File: config.mk
export PLATFORM = sky130hd
export DESIGN_NAME = thc_front
export DESIGN_NICKNAME = d
export VERILOG_FILES = /design/src/rtl/thc_pkg.sv /design/src/rtl/thc_front.sv
export SDC_FILE = /design/constraint.sdc
export NUM_CORES = 1
export LEC_CHECK = 0
export ABC_AREA = 0
export BUFFER_PORTS_ARGS = -buffer_cell sky130_fd_sc_hd__clkbuf_2
export CORE_UTILIZATION = 30
export DETAILED_ROUTE_END_ITERATION = 10
export GPL_TIMING_DRIVEN = 1
export PLACE_DENSITY_LB_ADDON = 0.3
export SLEW_MARGIN = 20
export SYNTH_ARGS = -nofsm -noshare
export SYNTH_HDL_FRONTEND = slang
export SYNTH_SLANG_ARGS = --single-unit
File: constraint.sdc
create_clock -name aclk -period 5.8 [get_ports aclk]
set_clock_uncertainty 0.05 [all_clocks]
set_input_delay 0.29 -clock aclk [delete_from_list [all_inputs] [get_ports aclk]]
set_output_delay 0.29 -clock aclk [all_outputs]
set_load 0.02 [all_outputs]
File: src/rtl/thc_pkg.sv
// ----------------------------------------------------------------------------
// thc_pkg
// shared constants, types and hash function of the triple hash counter
// ----------------------------------------------------------------------------
package thc_pkg;

    localparam int unsigned BUCKETS = 256;
    localparam int unsigned ENTRIES = 4096;
    localparam int unsigned BKT_W   = $clog2(BUCKETS);
    localparam int unsigned IDX_W   = $clog2(ENTRIES);
    localparam int unsigned FILL_W  = $clog2(ENTRIES + 1);
    localparam int unsigned KEY_W   = 24;
    localparam int unsigned CNT_W   = 32;
    localparam int unsigned QDEPTH  = 2;

    localparam logic [31:0] HASH_MUL = 32'h983F69B1;

    localparam logic [1:0] OP_ADD   = 2'd0;
    localparam logic [1:0] OP_READ  = 2'd1;
    localparam logic [1:0] OP_CLEAR = 2'd2;
    localparam logic [1:0] OP_NOP   = 2'd3;

    localparam logic [1:0] ST_OK   = 2'd0;
    localparam logic [1:0] ST_FULL = 2'd1;
    localparam logic [1:0] ST_NOFILL = 2'd2;
    localparam logic [1:0] ST_UNUSED = 2'd3;

    // classified request between front and back
    typedef struct packed {
        logic [1:0]       op;
        logic [KEY_W-1:0] key;
        logic [BKT_W-1:0] bucket;
        logic [11:0]      index;
    } req_t;

    // bucket number from bits 19:12 of the hashed key product
    function automatic logic [BKT_W-1:0] bucket_of(input logic [31:0] product);
        logic [11:0] h;
        h = product[23:12];
        return BKT_W'(h % 12'(BUCKETS));
    endfunction

endpackage

File: src/rtl/thc_front.sv
// ----------------------------------------------------------------------------
// thc_front
// accepts requests, hashes the key in a multiply stage and queues the result
// ----------------------------------------------------------------------------
module thc_front (
    input  logic                aclk,
    input  logic                aresetn,
    input  logic                in_valid,
    output logic                in_ready,
    input  logic [1:0]          in_op,
    input  logic [23:0]         in_key,
    input  logic [11:0]         in_index,
    output logic                q_valid,
    input  logic                q_ready,
    output thc_pkg::req_t       q_req
);

    // hash stage registers
    logic        s1_valid_reg;
    logic [31:0] s1_prod_reg;
    logic [1:0]  s1_op_reg;
    logic [23:0] s1_key_reg;
    logic [11:0] s1_index_reg;

    // queue
    thc_pkg::req_t q_mem_reg [thc_pkg::QDEPTH];
    logic [$clog2(thc_pkg::QDEPTH)-1:0] wr_ptr_reg, rd_ptr_reg;
    logic [$clog2(thc_pkg::QDEPTH+1)-1:0] cnt_reg;

    logic [31:0] mix;
    logic        push, pop;
    thc_pkg::req_t push_req;

    assign mix = 32'(in_key[7:0]) + (32'(in_key[15:8]) << 4) + (32'(in_key[23:16]) << 8);

    // one slot in flight plus the queue, so never overrun
    assign in_ready = (32'(cnt_reg) + 32'(s1_valid_reg)) < thc_pkg::QDEPTH;
    assign push = s1_valid_reg;
    assign pop  = q_valid && q_ready;

    always_comb begin
        push_req.op     = s1_op_reg;
        push_req.key    = s1_key_reg;
        push_req.bucket = thc_pkg::bucket_of(s1_prod_reg);
        push_req.index  = s1_index_reg;
    end

    // multiply stage
    always_ff @(posedge aclk) begin
        if (!aresetn) begin
            s1_valid_reg <= 1'b0;
        end else begin
            s1_valid_reg <= in_valid && in_ready;
        end
        s1_prod_reg  <= mix * thc_pkg::HASH_MUL;
        s1_op_reg    <= in_op;
        s1_key_reg   <= in_key;
        s1_index_reg <= in_index;
    end

    // queue pointers
    always_ff @(posedge aclk) begin
        if (!aresetn) begin
            wr_ptr_reg <= '0;
            rd_ptr_reg <= '0;
            cnt_reg    <= '0;
        end else begin
            if (push) begin
                wr_ptr_reg <= wr_ptr_reg + 1'b1;
            end
            if (pop) begin
                rd_ptr_reg <= rd_ptr_reg + 1'b1;
            end
            cnt_reg <= cnt_reg + (push ? 1'b1 : 1'b0) - (pop ? 1'b1 : 1'b0);
        end
        if (push) begin
            q_mem_reg[wr_ptr_reg] <= push_req;
        end
    end

    assign q_valid = cnt_reg != '0;
    assign q_req   = q_mem_reg[rd_ptr_reg];

endmodule

==> flow_summary.toml <==
[outcome]
status = "completed"

[global_route]
antenna_found_initial = 0
grt_max_degree = 48
grt_pass1_vias = 4618
grt_pass1_wl_um = 23500
track_usage_pct = 11.7
grt_overflow = 0

[final_layout]
regArea_um2 = 3800
area_growth_pct = 28.6
fin_cells = 1075
final_layout_size_suffix_gt1_share_pct = 30.9
diodes = 0
multi_input_area_um2 = 3450
largest_reg_flops = 92
layout.nets = 912
fill_cells = 2323

[die]
core_area_um2 = 24600
initial_core_util_pct = 30.9
fp-row-count = 57
io_pins = 90
die-area_um2 = 26000
die_y_um = 161
fp.dieW_um = 161

[cts]
cts-root-buf = "clkbuf_16"
cts.path.max_buffers = 2
cts_tree = "yes"
clk_latency_ns = 0.41
cts_buffers = 17
clock-sinks = 144
htreeDepth = 4
clk_pin_slew_worst_paths_ns = 0.07

[timing]
worstMarginPinSlew_ns = 0.666
tns_ns = 0
fmax_ghz = 0.179
post-route-period-util_pct = 96.2
timing.final.crit_period_ns = 5.58
hold_viol = 0
slew_headroom_pct = 55.6
slew_viol_final = 0
rsz0062_at_grt = "yes"
setup_violations = 0
setup_slack_ns = 0.218

[drt]
met3_length_um = 432
drtIter0Drc = 164
dr.max_layer_used = "met4"
vias = 4500
wire_per_inst_um = 13.5
post-route-drc-count = 0
ant_nets = 0
dr.pass1.iters = 6
drt-vias-per-instance = 4.19
wl_um = 14500
wl_met2_um = 7240
wirelength_met1_um = 6640

[logic_synthesis]
synthTopCellsByCount = "110 x inv_1, 92 x edfxtp_1, 85 x ha_1, 52 x dfxtp_1, 47 x fa_1"
yosys_warnings = 0
synth.most_common_cell = "inv_1"
yosysTopAreaCell = "edfxtp_1"
async_flop_share_pct = 0
synth_nets = 731
synth-edff-count = 92
synthFlopType = "edfxtp_1"
ys_ff_latch = 144
avgSynthCellArea_um2 = 13.7
synthCells = 557
synth_cell_types = 35
seq_area_frac_synth_pct = 50.0
synthTopCellsByArea = "edfxtp_1 36%, ha_1 14%, dfxtp_1 14%"
post-synth-top-area-fraction_pct = 36.3
synthesis.area_um2 = 7610

[placed_design]
pre_cts_ws_ns = -0.240
gp_congestion = 0.747
place_inst = 1011
portBuffers = 89
hpwl_um = 11100

[critical_path]
critical_path_class = "in -> reg"
cp-start-kind = "primary input"
crit_path_end_kind = "flip-flop"
worstRegToRegCells = 8
crit_required_ns = 6.09
crit_fanout = 3
cp.arrival_ns = 5.87

[min_path]
hold_class = "in -> reg"
hold_depth = 1

[run]
max-cap-violations = 0
cells by family (layout without fill, tap and decap cells):
group,Yosys count,in the layout,share of synthesized area [%]
DFF,144,144,50.0
xor gates and xnor gates,42,42,5.11
adders and majority gates,132,132,26.3
and+or+nand+nor,37,37,2.61
buffers and inverters,115,309,5.67
muxes,46,46,6.81
AOI/OAI and AO/OA,41,41,3.49
through the flow:
step / instance area [um^2] / util (%) / hold slack (ns)
final: 9790 / 39.8 / 0.00191
after global routing: 9790 / 39.8 / 0.00449
after CTS: 9720 / 39.5 / 0.000848
after detailed placement: 8800 / 35.8 / 0.344
after global placement: 8800 / 35.8 / 0.343
after floorplan: 7610 / - / 0.268
timing repair:
action | in CTS | in global routing
gates resized for setup | 0 | 15
setup endpoints to repair | 0 | 4
hold endpoints to repair | 31 | 0
hold buffers | 31 | 0
buffers inserted | 0 | 1
critical path: stages:
cell,delay [ns]
dlygate4sd3_1,0.53
clkbuf_2,0.12
ha_1,0.28
buf_4,0.15
o21a_1,0.10
o31a_1,0.12
o21a_1,0.18
nor2_2,0.14
xnor2_2,0.09
ha_1,0.20
ha_1,0.32
xor2_1,0.18
fa_1,0.47
fa_1,0.53
fa_1,0.56
inv_1,0.06
fa_1,0.53
inv_1,0.04
ha_1,0.28
nand2_1,0.08
o31ai_2,0.28
xor2_1,0.20
xnor2_1,0.13
area by class of cell:
type / instances / area share, %
clock buffer: 17 / 4.35
clock inverter: 15 / 1.88
inverter: 110 / 4.22
multi-input combinational: 298 / 35.2
sequential: 144 / 38.9
tap: 324 / 4.14
timing repair buffer: 167 / 11.3
final timing paths:
check	to	startpoint	slack, ns
worst min register to register	q_mem_reg[0][2]	s1_index_reg[2]	0.37
worst min-delay path	s1_key_reg[22]	in_key[22]	0.002
worst max register to register	cnt_reg[1]	cnt_reg[0]	3.92
worst max-delay path	s1_prod_reg[19]	in_key[17]	0.22
metal layers:
metal  GRT usage (%)  vias to the layer above
met3            1.75                        9
li1                -                     2240
met4            3.86                        0
met1            15.2                     2183
met2            20.1                       68
met5               0                        -
layout by cell type, fill, tap and decap left out, types with 2 or more instances in the layout:
cell	netlist	layout
nand3_1	2	2
and2_1	5	4
nand2_1	5	5
a21oi_1	14	10
xnor2_1	28	26
clkbuf_2	0	89
xor2_1	12	12
o21ai_0	6	3
o31a_1	2	2
clkinv_8	0	5
o21ai_1	0	2
fa_1	47	47
o21a_1	6	6
buf_4	0	47
nand2b_1	4	4
or2_2	2	2
ha_1	85	83
nand4_1	2	2
xnor2_2	1	3
dlygate4sd3_1	0	31
mux2_2	46	46
o21bai_1	2	2
inv_1	110	110
clkinv_4	0	3
nor2_1	8	6
edfxtp_1	92	92
a21o_1	5	5
dfxtp_1	52	51
clkbuf_16	0	17
a21oi_2	0	3
inv_8	0	6
a211oi_1	2	2
nor2b_1	4	4
Power is left out: the tool's default activity adds up to more than one toggle a clock period on the data nets, which glitch-free logic cannot reach.
